===== config.mk =====
export PLATFORM = sky130hd
export DESIGN_NAME = grid_strip_index_generator
export DESIGN_NICKNAME = d
export VERILOG_FILES = /design/src/sv/gsig_pkg.sv /design/src/sv/grid_strip_index_generator.sv /design/src/sv/gsig_cfg.sv /design/src/sv/gsig_core.sv
export SDC_FILE = /design/constraint.sdc
export NUM_CORES = 1
export LEC_CHECK = 0
export BUFFER_PORTS_ARGS = -buffer_cell sky130_fd_sc_hd__buf_2
export CAP_MARGIN = 20
export CORE_UTILIZATION = 48
export DETAILED_ROUTE_END_ITERATION = 8
export PLACE_DENSITY = 0.65
export SLEW_MARGIN = 20
export SYNTH_ARGS = -nofsm -noshare
export SYNTH_HDL_FRONTEND = slang
export SYNTH_SLANG_ARGS = --single-unit

===== constraint.sdc =====
create_clock -name clk_i -period 8.4 [get_ports clk_i]
set_input_delay 1.68 -clock clk_i [delete_from_list [all_inputs] [get_ports clk_i]]
set_output_delay 1.68 -clock clk_i [all_outputs]
set_load 0.1 [all_outputs]

===== src/sv/gsig_pkg.sv =====
// Shared types and constants for the grid strip index generator.
package gsig_pkg;

  localparam int unsigned ChunkW   = 8;
  localparam int unsigned AreaW    = 16;
  localparam int unsigned VertexW  = 16;
  localparam int unsigned CfgIdxW  = 1;
  localparam int unsigned CfgDataW = 8;

  localparam logic [CfgIdxW-1:0] CFG_SIDE_LEN     = 1'd0;
  localparam logic [CfgIdxW-1:0] CFG_SKIRT_ENABLE = 1'd1;

  localparam logic [ChunkW-1:0] CHUNK_RESET = 8'd33;
  localparam logic [ChunkW-1:0] CHUNK_MIN   = 8'd2;

  typedef enum logic [2:0] {
    PH_GRID   = 3'd0,
    PH_DEGEN  = 3'd1,
    PH_JOIN   = 3'd2,
    PH_BOTTOM = 3'd3,
    PH_RIGHT  = 3'd4,
    PH_TOP    = 3'd5,
    PH_LEFT   = 3'd6,
    PH_CLOSE  = 3'd7
  } phase_e;

  typedef struct packed {
    logic [ChunkW-1:0] n;      // clamped grid side
    logic [AreaW-1:0]  nn;     // n * n
    logic              skirt;
  } cfg_t;

  typedef struct packed {
    logic [VertexW-1:0] vertex_index;
    logic               last;
  } result_t;

endpackage


===== src/sv/grid_strip_index_generator.sv =====
// Top level: configuration registers, input word register, index core and output word register.
//
//  channel | dir | handshake             | content
//  s_axis  | in  | tvalid/tready         | tdata[0] restart
//  m_axis  | out | tvalid/tready, tlast  | tdata[15:0] vertex_index, tlast last
//  cfg     | in  | cfg_we_i              | cfg_idx_i, cfg_data_i
//
// One index word per cycle sustained while m_axis_tready stays high; each word passes the input then output register.
// The walk state and the index adders sit between the input and output
// registers, so each word's index is formed combinationally between them.
// Reset clears the walk to its first entry, chunk size 33, skirt enabled.
// A stalled output holds its word; one further input word waits in the
// input register, after which s_axis_tready drops.
module grid_strip_index_generator #(
  parameter int unsigned INDEX_WIDTH = 16
) (
  input  logic                          clk_i,
  input  logic                          rst_ni,
  input  logic                          s_axis_tvalid,
  output logic                          s_axis_tready,
  input  logic [7:0]                    s_axis_tdata,  // [0] restart
  output logic                          m_axis_tvalid,
  input  logic                          m_axis_tready,
  output logic [15:0]                   m_axis_tdata,  // [15:0] vertex_index
  output logic                          m_axis_tlast,
  input  logic                          cfg_we_i,
  input  logic [gsig_pkg::CfgIdxW-1:0]  cfg_idx_i,
  input  logic [gsig_pkg::CfgDataW-1:0] cfg_data_i
);
  import gsig_pkg::*;

  cfg_t    cfg;
  result_t res;
  logic    in_valid_q, in_restart_q;
  logic    out_valid_q, out_last_q;
  logic [VertexW-1:0] out_index_q;
  logic    advance;

  gsig_cfg u_cfg (
    .clk_i      (clk_i),
    .rst_ni     (rst_ni),
    .cfg_we_i   (cfg_we_i),
    .cfg_idx_i  (cfg_idx_i),
    .cfg_data_i (cfg_data_i),
    .cfg_o      (cfg)
  );

  gsig_core #(
    .INDEX_WIDTH (INDEX_WIDTH)
  ) u_core (
    .clk_i     (clk_i),
    .rst_ni    (rst_ni),
    .step_i    (advance),
    .restart_i (in_restart_q),
    .cfg_i     (cfg),
    .result_o  (res)
  );

  assign advance       = in_valid_q && (!out_valid_q || m_axis_tready);
  assign s_axis_tready = !in_valid_q || advance;

  always_ff @(posedge clk_i or negedge rst_ni) begin
    if (!rst_ni) begin
      in_valid_q  <= 1'b0;
      out_valid_q <= 1'b0;
    end else begin
      if (s_axis_tready) in_valid_q <= s_axis_tvalid;
      if (advance)            out_valid_q <= 1'b1;
      else if (m_axis_tready) out_valid_q <= 1'b0;
    end
  end

  always_ff @(posedge clk_i) begin
    if (s_axis_tready && s_axis_tvalid) in_restart_q <= s_axis_tdata[0];
    if (advance) begin
      out_index_q <= res.vertex_index;
      out_last_q  <= res.last;
    end
  end

  assign m_axis_tvalid = out_valid_q;
  assign m_axis_tdata  = out_index_q;
  assign m_axis_tlast  = out_last_q;

endmodule


===== src/sv/gsig_cfg.sv =====
// Configuration registers, side clamp and registered grid area.
module gsig_cfg (
  input  logic                          clk_i,
  input  logic                          rst_ni,
  input  logic                          cfg_we_i,
  input  logic [gsig_pkg::CfgIdxW-1:0]  cfg_idx_i,
  input  logic [gsig_pkg::CfgDataW-1:0] cfg_data_i,
  output gsig_pkg::cfg_t                cfg_o
);
  import gsig_pkg::*;

  logic [ChunkW-1:0] chunk_q;
  logic              skirt_q;
  logic [ChunkW-1:0] n_w, n_wr;
  logic [AreaW-1:0]  nn_d, nn_q;

  // area is formed from the written side, so it lands with the side itself
  assign n_wr = (cfg_data_i[ChunkW-1:0] < CHUNK_MIN) ? CHUNK_MIN : cfg_data_i[ChunkW-1:0];
  assign nn_d = AreaW'(n_wr) * AreaW'(n_wr);

  always_ff @(posedge clk_i or negedge rst_ni) begin
    if (!rst_ni) begin
      chunk_q <= CHUNK_RESET;
      skirt_q <= 1'b1;
      nn_q    <= AreaW'(CHUNK_RESET) * AreaW'(CHUNK_RESET);
    end else if (cfg_we_i) begin
      case (cfg_idx_i)
        CFG_SIDE_LEN: begin
          chunk_q <= cfg_data_i[ChunkW-1:0];
          nn_q    <= nn_d;
        end
        CFG_SKIRT_ENABLE: skirt_q <= cfg_data_i[0];
        default: ;
      endcase
    end
  end

  assign n_w = (chunk_q < CHUNK_MIN) ? CHUNK_MIN : chunk_q;

  assign cfg_o.n     = n_w;
  assign cfg_o.nn    = nn_q;
  assign cfg_o.skirt = skirt_q;

endmodule


===== src/sv/gsig_core.sv =====
// Walk state and index arithmetic for the grid strips and skirt border.
module gsig_core #(
  parameter int unsigned INDEX_WIDTH = 16
) (
  input  logic              clk_i,
  input  logic              rst_ni,
  input  logic              step_i,
  input  logic              restart_i,
  input  gsig_pkg::cfg_t    cfg_i,
  output gsig_pkg::result_t result_o
);
  import gsig_pkg::*;

  localparam int unsigned IW = INDEX_WIDTH;

  phase_e             phase_q, phase_d, phase_e_w;
  logic [ChunkW-1:0]  row_q, row_d, row_e;
  logic [ChunkW-1:0]  col_q, col_d, col_e;
  logic               half_q, half_d, half_e;
  logic [VertexW-1:0] prev_q, prev_d, prev_e;

  logic [AreaW-1:0]   jn;
  logic [IW-1:0]      n_w, nn_w, jn_w, j_w, k_w, idx;
  logic [ChunkW:0]    k_inc, j_inc;
  logic [ChunkW+1:0]  j_plus2, j_plus3, n_x;
  logic               last;

  // restart applies before this word's index is formed
  always_comb begin
    if (restart_i) begin
      phase_e_w = PH_GRID;
      row_e     = '0;
      col_e     = '0;
      half_e    = 1'b0;
      prev_e    = '0;
    end else begin
      phase_e_w = phase_q;
      row_e     = row_q;
      col_e     = col_q;
      half_e    = half_q;
      prev_e    = prev_q;
    end
  end

  assign jn   = AreaW'(row_e) * AreaW'(cfg_i.n);
  assign n_w  = IW'(cfg_i.n);
  assign nn_w = IW'(cfg_i.nn);
  assign jn_w = IW'(jn);
  assign j_w  = IW'(row_e);
  assign k_w  = IW'(col_e);

  always_comb begin
    case (phase_e_w)
      PH_GRID:   idx = half_e ? (jn_w + n_w + k_w) : (jn_w + k_w);
      PH_DEGEN:  idx = half_e ? (jn_w + n_w) : (jn_w + n_w + n_w - IW'(1));
      PH_JOIN:   idx = half_e ? nn_w : IW'(prev_e);
      PH_BOTTOM: idx = half_e ? k_w : (nn_w + k_w);
      PH_RIGHT:  idx = half_e ? (n_w + n_w - IW'(1) + jn_w)
                              : (nn_w + n_w + IW'(1) + j_w + j_w);
      PH_TOP:    idx = half_e ? (nn_w - IW'(1) - k_w)
                              : (nn_w + (n_w << 2) - IW'(5) - k_w);
      PH_LEFT:   idx = half_e ? (nn_w - n_w - n_w - jn_w)
                              : (nn_w + n_w + n_w + n_w - IW'(6) - j_w - j_w);
      PH_CLOSE:  idx = half_e ? '0 : nn_w;
      default:   idx = '0;
    endcase
  end

  assign k_inc   = {1'b0, col_e} + (ChunkW+1)'(1);
  assign j_inc   = {1'b0, row_e} + (ChunkW+1)'(1);
  assign j_plus2 = {2'b00, row_e} + (ChunkW+2)'(2);
  assign j_plus3 = {2'b00, row_e} + (ChunkW+2)'(3);
  assign n_x     = {2'b00, cfg_i.n};

  always_comb begin
    phase_d = phase_e_w;
    row_d   = row_e;
    col_d   = col_e;
    half_d  = ~half_e;
    prev_d  = idx[VertexW-1:0];
    last    = 1'b0;
    if (half_e) begin
      case (phase_e_w)
        PH_GRID: begin
          col_d = k_inc[ChunkW-1:0];
          if ({1'b0, k_inc} >= n_x) begin
            col_d = '0;
            if (j_plus2 >= n_x) begin
              if (cfg_i.skirt) phase_d = PH_JOIN;
              else             last    = 1'b1;
            end else begin
              phase_d = PH_DEGEN;
            end
          end
        end
        PH_DEGEN: begin
          row_d   = j_inc[ChunkW-1:0];
          col_d   = '0;
          phase_d = PH_GRID;
        end
        PH_JOIN: begin
          col_d   = '0;
          phase_d = PH_BOTTOM;
        end
        PH_BOTTOM, PH_TOP: begin
          col_d = k_inc[ChunkW-1:0];
          if ({1'b0, k_inc} >= n_x) begin
            row_d = '0;
            col_d = '0;
            // side walks are empty when the grid side is two vertices
            if (phase_e_w == PH_BOTTOM) phase_d = (cfg_i.n > CHUNK_MIN) ? PH_RIGHT : PH_TOP;
            else                        phase_d = (cfg_i.n > CHUNK_MIN) ? PH_LEFT : PH_CLOSE;
          end
        end
        PH_RIGHT: begin
          row_d = j_inc[ChunkW-1:0];
          if (j_plus3 >= n_x) begin
            row_d   = '0;
            col_d   = '0;
            phase_d = PH_TOP;
          end
        end
        PH_LEFT: begin
          row_d = j_inc[ChunkW-1:0];
          if (j_plus3 >= n_x) begin
            row_d   = '0;
            phase_d = PH_CLOSE;
          end
        end
        PH_CLOSE: last = 1'b1;
        default: ;
      endcase
    end
    if (last) begin
      phase_d = PH_GRID;
      row_d   = '0;
      col_d   = '0;
      half_d  = 1'b0;
      prev_d  = '0;
    end
  end

  always_ff @(posedge clk_i or negedge rst_ni) begin
    if (!rst_ni) begin
      phase_q <= PH_GRID;
      row_q   <= '0;
      col_q   <= '0;
      half_q  <= 1'b0;
      prev_q  <= '0;
    end else if (step_i) begin
      phase_q <= phase_d;
      row_q   <= row_d;
      col_q   <= col_d;
      half_q  <= half_d;
      prev_q  <= prev_d;
    end
  end

  assign result_o.vertex_index = idx[VertexW-1:0];
  assign result_o.last         = last;

endmodule


==> results of run 1 <==
-- layout by cell type (no fill, tap or decap), types with 7 or more instances in the layout --
cell       count
a21oi_1      136
xor2_1        51
a22o_1        17
a2111oi_0      7
nor3_1        42
ha_1         277
edfxtp_1      18
inv_1        267
o211ai_1      16
clkbuf_16     10
a22oi_1        8
nor2_1       184
o21ai_0       90
or3_1         14
xnor2_1      111
mux2_2         9
mux2i_1       11
fa_1          92
a211oi_1      32
buf_4         72
dfrtp_1       55
inv_2          8
o21a_1        27
and3_1        15
nor2b_1       17
a21o_1        44
buf_2         33
a31oi_1       21
o22ai_1       12
o21bai_1      20
nand4_1       10
nand3_1       47
o21ai_1       20
nand2b_1      21
a221oi_1      12
nand2_1      178
and2_1        25
-- sequential cells by signal, summed over array words and instances, names as in the netlist --
| signal | count |
|---|---|
| m_axis_tvalid | 1 |
| u_cfg.chunk_q | 8 |
| m_axis_tlast | 1 |
| u_cfg.nn_q | 15 |
| u_cfg.skirt_q | 1 |
| m_axis_tdata | 16 |
| u_core.row_q | 8 |
| u_core.prev_q | 16 |
| u_core.phase_q | 3 |
| in_valid_q | 1 |
| in_restart_q | 1 |
| u_core.half_q | 1 |
| u_core.col_q | 8 |
-- layout make-up --
| type | instances | area (µm²) |
|---|---|---|
| Fill cell | 3306 | 16200 |
| Multi-Input combinational cell | 1716 | 13600 |
| Sequential cell | 80 | 2100 |
| Inverter | 280 | 1050 |
| Timing Repair Buffer | 106 | 717 |
| Tap cell | 455 | 569 |
| Clock buffer | 11 | 254 |
| Clock inverter | 5 | 60.1 |
-- metal layers --
layer / routed length, µm / GRT usage (%) / vias up
met5: 0 / 0 / -
met4: 2070 / 13.0 / 0
met3: 4160 / 4.50 / 109
met2: 24700 / 49.6 / 582
met1: 24200 / 42.2 / 7619
li1: - / - / 7560
-- per-stage QoR --
step / worst slack [ns] / hold slack (ns) / power, mW / utilization (%) / instance area (µm²)
after floorplan: 0.312 / 0.439 / 3.32 / - / 17000
after global placement: 0.381 / 0.453 / 4.17 / 51.9 / 18000
after detailed placement: 0.228 / 0.460 / 4.22 / 51.9 / 18000
after CTS: 0.153 / 0.475 / 4.68 / 52.8 / 18300
after global routing: -0.0149 / 0.507 / 5.16 / 53.1 / 18400
final: 0.342 / 0.482 / 4.74 / 53.1 / 18400
-- cells by family after synthesis --
group / Yosys count
mux: 20
fa+ha+maj: 370
flops: 80
buf+inv: 353
other cells: 1
xor+xnor: 166
simple gates: 603
compound gates: 555
-- worst paths after layout --
| kind | start | end | slack, ns | cells past startpoint |
|---|---|---|---|---|
| max | u_cfg.chunk_q[7] | u_core.prev_q[13] | 0.34 | 33 |
| min | u_core.prev_q[4] | u_core.prev_q[4] | 0.48 | 2 |
| max reg2reg | u_cfg.chunk_q[7] | u_core.prev_q[13] | 0.34 | 33 |
| min reg2reg | u_core.prev_q[4] | u_core.prev_q[4] | 0.48 | 2 |
| max in group asynchronous | rst_ni | u_cfg.chunk_q[3] | 6.28 | 2 |
| min in group asynchronous | rst_ni | m_axis_tvalid | 1.51 | 2 |
-- where the power goes --
group	leakage, nW	internal (mW)	switching [mW]	total, mW
sequential	0.967	0.475	0.124	0.598
combinational	7.85	1.49	2.23	3.72
clock	0.152	0.250	0.179	0.429
-- what timing repair did --
item / 4_1_cts / 5_1_grt
setup buffers: 0 / 4
resized for setup: 0 / 14
setup endpoints to repair: 0 / 7
-- worst register-to-register path: cells and delay by family (launching register included) --
family                   cells  cell delay [ns]
adder cells (fa/ha/maj)      7             2.27
AND/OR/NAND/NOR              9             2.20
AO/OA/AOI/OAI                9             1.96
XOR/XNOR                     3             0.66
buffers and inverters        5             0.46
flip-flops                   1             0.38
==> impl_metrics.tcl, run 1 <==
set metrics [dict create \
    vias 15900 \
    setup_viol 0 \
    antenna_cells 0 \
    max_stage_delay_ns 0.60 \
    end_kind "flop" \
    area_growth_pct 8.28 \
    synthMuxAreaShare_pct 1.25 \
    p_leak_nw 8.96 \
    gp_congestion 0.963 \
    ys.warnings.count 0 \
    grtUsageTotal_pct 31.2 \
    layout_worst_path_cycle_share_pct 95.9 \
    yosys.area_share.adder_pct 31.3 \
    synth-compound-area-share_pct 21.9 \
    crit_family "adder cells" \
    power_density_nw_per_um2 258 \
    synth_xor_area_share_pct 8.69 \
    arrival_ns 8.31 \
    syn_area_per_cell_um2 7.90 \
    start_util_pct 49.0 \
    vias_per_cell 5.98 \
    cts_buffers 9 \
    maxSlewHeadroom_pct 36.0 \
    yosysUniqueCellTypes 93 \
    placedCellCount 2633 \
    cp_slowest_cell "or4_4" \
    path_clk_slew_ns 0.07 \
    crit_required_ns 8.65 \
    insertion_delay_ns 0.37 \
    synthTopCellsByCount "ha_1 (278), inv_1 (269), nor2_1 (186), nand2_1 (179), a21oi_1 (136)" \
    tightest_slew_ns 0.958 \
    yosysMostFrequentCell "ha_1" \
    cts_sinks 80 \
    die_area_um2 36100 \
    wire_per_inst_um 20.8 \
    period_minus_slack_ns 8.06 \
    clock_path_buffers 2 \
    fin_skew_ns 0.0155 \
    cts_tree "yes" \
    path_max_fanout 7 \
    synth_top_family_by_area "adder cells" \
    grt_antenna_before_repair 0 \
    dr.pass1.iters 6 \
    htreeDepth 3 \
    ys_seq_elements 80 \
    hold_class "flop to flop" \
    design.core.area_um2 34600 \
    critPathBufInv 5 \
    num-nets-final 2585 \
    grt_overflow 0 \
    synthArstFlopShare_pct 77.5 \
    synth_area_leader_cell "ha_1" \
    drv_cap 0 \
    layout.cells.non_filler 2653 \
    port_buffers 33 \
    ctsHoldBuffers 0 \
    dp_hpwl_um 45100 \
    ir_drop_mv 0.147 \
    grt_pass1_wl_um 85800 \
    grt_start_max_net_pins 63 \
    syn_area_um2 17000 \
    crit_type "flop to flop" \
    rows 68 \
    synth-simple-area-share_pct 16.6 \
    netlist_top_cells_area "ha_1 (20%), fa_1 (11%), dfrtp_1 (8.3%), inv_1 (5.9%), xnor2_1 (5.8%)" \
    synthFlopType "dfrtp_1" \
    startpoint_type "flop" \
    status "complete, no violations" \
    grt_pass1_vias 15500 \
    syn_inst 2148 \
    tns_ns 0 \
    drc 0 \
    drtIter0Drc 1385 \
    clockRootBuffer "clkbuf_16" \
    synth_edf_count 18 \
    drive_gt1_share_pct 8.28 \
    wirelength_um 55100 \
    fmax_ghz 0.124 \
    seq_area_frac_synth_pct 12.4 \
    die_h_um 190 \
    ios 41 \
    finalHoldViolCount 0 \
    dieWidth_um 190 \
    maxSlewViolCount 0 \
    postRouteAntennaNets 0 \
    synth_top_area_share_pct 20.5 \
]
(Power assumes the default switching activity.)
==> run 2, diff against run 1 <==
--- a/config.mk
+++ b/config.mk
@@ -9,6 +9,7 @@
 export CAP_MARGIN = 20
 export CORE_UTILIZATION = 48
 export DETAILED_ROUTE_END_ITERATION = 8
+export GPL_TIMING_DRIVEN = 0
 export PLACE_DENSITY = 0.65
 export SLEW_MARGIN = 20
 export SYNTH_ARGS = -nofsm -noshare
==> run 2 against run 1 <==
  * Clock skew is 0.0021 ns higher
  * Sequential share of layout area is 0.25 points lower
  * Register-to-register slack worse by 0.18 ns
  * Non-clock buffer count is 39 higher
  * Sequential cell count stayed put
  * Critical path depth is 3 lower
==> impl_metrics.tcl, run 2 (synthesis gave the netlist of run 1 again) <==
set metrics [dict create \
    status "complete, no violations" \
    max_stage_delay_ns 0.59 \
    end_kind "flop" \
    grtUsageTotal_pct 35.3 \
    maxSlewViolCount 0 \
    crit_type "flop to flop" \
    whs_ns 0.482 \
    r2r_slack_ns 0.16 \
    tightest_slew_ns 1.07 \
    cp_common_cell "inv_1" \
    cts_sinks 80 \
    grt_pass1_vias 16200 \
    crit_required_ns 8.67 \
    gp_congestion 1.01 \
    clockRootBuffer "clkbuf_16" \
    ios 41 \
    p_total_mw 4.89 \
    arrival_ns 8.51 \
    power_density_nw_per_um2 260 \
    seqPwrFrac_pct 11.9 \
    fmax_ghz 0.121 \
    fin_util_pct 54.3 \
    cp_slowest_cell "or4_4" \
    startpoint_type "flop" \
    postRouteAntennaNets 0 \
    grt_pass1_wl_um 94800 \
    period_minus_slack_ns 8.24 \
    wire_per_inst_um 23.5 \
    design.core.area_um2 34600 \
    p_int_mw 2.22 \
    grt_overflow 0 \
    final_common_cell "ha_1" \
    cts_buffers 9 \
    dp_hpwl_um 50400 \
    finalHoldViolCount 0 \
    die_area_um2 36100 \
    path_clk_slew_ns 0.07 \
    num-nets-final 2624 \
    ctsHoldBuffers 0 \
    vias_per_cell 6.15 \
    num-fill-cells 3352 \
    start_util_pct 49.0 \
    p_sw_mw 2.67 \
    multi_input_area_um2 13900 \
    drc 0 \
    grt_antenna_before_repair 1 \
    layout_worst_path_cycle_share_pct 98.1 \
    maxSlewHeadroom_pct 28.0 \
    vias 16600 \
    drv_cap 0 \
    area_growth_pct 10.9 \
    grt_start_max_net_pins 37 \
    rows 68 \
    p_clk_share_pct 8.6 \
    path_max_fanout 7 \
    dr.pass1.iters 5 \
    rsz0062_at_grt "yes" \
    setup_viol 0 \
    insertion_delay_ns 0.39 \
    wirelength_um 63300 \
    seq_area_um2 2100 \
    dieWidth_um 190 \
    ir_drop_mv 0.151 \
    port_buffers 31 \
    drtIter0Drc 1664 \
    drive_gt1_share_pct 9.39 \
    die_h_um 190 \
    antenna_cells 0 \
    clock_path_buffers 2 \
    htreeDepth 3 \
    comb_power_share_pct 79.5 \
    final_cell_mix "ha_1 (270), inv_1 (254), nor2_1 (182)" \
    fin_skew_ns 0.0176 \
    p_leak_nw 8.98 \
    hold_class "flop to flop" \
    swShare_pct 54.7 \
    cts_tree "yes" \
]
run 2: cell count changes in the layout (fill, tap and decap cells not counted), moves of 6 or more:
| cell | previous run | this run |
|---|---|---|
| inv_1 | 267 | 254 |
| buf_4 | 72 | 41 |
| ha_1 | 277 | 270 |
| nand2_1 | 178 | 171 |
| clkbuf_1 | 1 | 62 |
| clkinvlp_4 | 2 | 8 |
| nor3_1 | 42 | 35 |
run 2: layout make-up:
type	instances	share of cell area, %
Buffer	72	1.71
Clock buffer	11	1.40
Clock inverter	5	0.193
Inverter	280	5.82
Multi-Input combinational cell	1716	74.1
Sequential cell	80	11.2
Tap cell	455	3.03
Timing Repair Buffer	73	2.60
run 2: timing repair:
item / in CTS / in global routing
resized for setup: 70 / 30
setup buffers: 25 / 13
endpoints found under the setup margin: 21 / 8
pin swaps: 8 / 23
run 2: per-layer routing:
layer | track usage (%) | wire (µm) | share of wire, % | vias up
li1 | - | - | - | 7618
met1 | 46.9 | 26900 | 43 | 8044
met2 | 56.5 | 28100 | 44 | 743
met3 | 5.31 | 5370 | 8.5 | 155
met4 | 15.5 | 2890 | 4.6 | 2
met5 | 0 | 10 | 0.016 | -
run 2: worst max-delay path, delay by kind of cell, from the launching register on:
| kind | cells | cell delay (ns) |
|---|---|---|
| buf+inv | 6 | 0.72 |
| flops | 1 | 0.43 |
| simple gates | 8 | 1.98 |
| compound gates | 7 | 1.90 |
| xor+xnor | 3 | 0.65 |
| fa+ha+maj | 6 | 2.44 |
run 2: power groups by stage:
stage	Clock, mW	Sequential [mW]	Combinational, mW
after global routing	0.436	0.589	4.24
final	0.420	0.581	3.89
after detailed placement	0	0.584	3.67
after floorplan	0	0.617	2.71
after CTS	0.423	0.577	3.76
after global placement	0	0.581	3.63
run 2: per-stage QoR:
stage	area, µm²	worst slack, ns	setup TNS, ns	instances
floorplan	17000	0.312	0	2149
global placement	17700	-2.38	-27.25	2635
detailed placement	17800	-2.24	-26.20	2639
CTS	18600	0.000791	0	2679
global route	18800	-0.0783	-0.160	2692
finish	18800	0.157	0	2692
run 2: worst paths after layout:
path                       depth (start not counted)           endpoint             start
min in group asynchronous                          1  u_core.phase_q[1]            rst_ni
hold / removal                                     2   u_core.prev_q[4]  u_core.prev_q[4]
setup / recovery                                  30  u_core.prev_q[13]  u_cfg.chunk_q[6]
setup reg to reg                                  30  u_core.prev_q[13]  u_cfg.chunk_q[6]
hold reg to reg                                    2   u_core.prev_q[4]  u_core.prev_q[4]
max in group asynchronous                          2     u_cfg.nn_q[10]            rst_ni
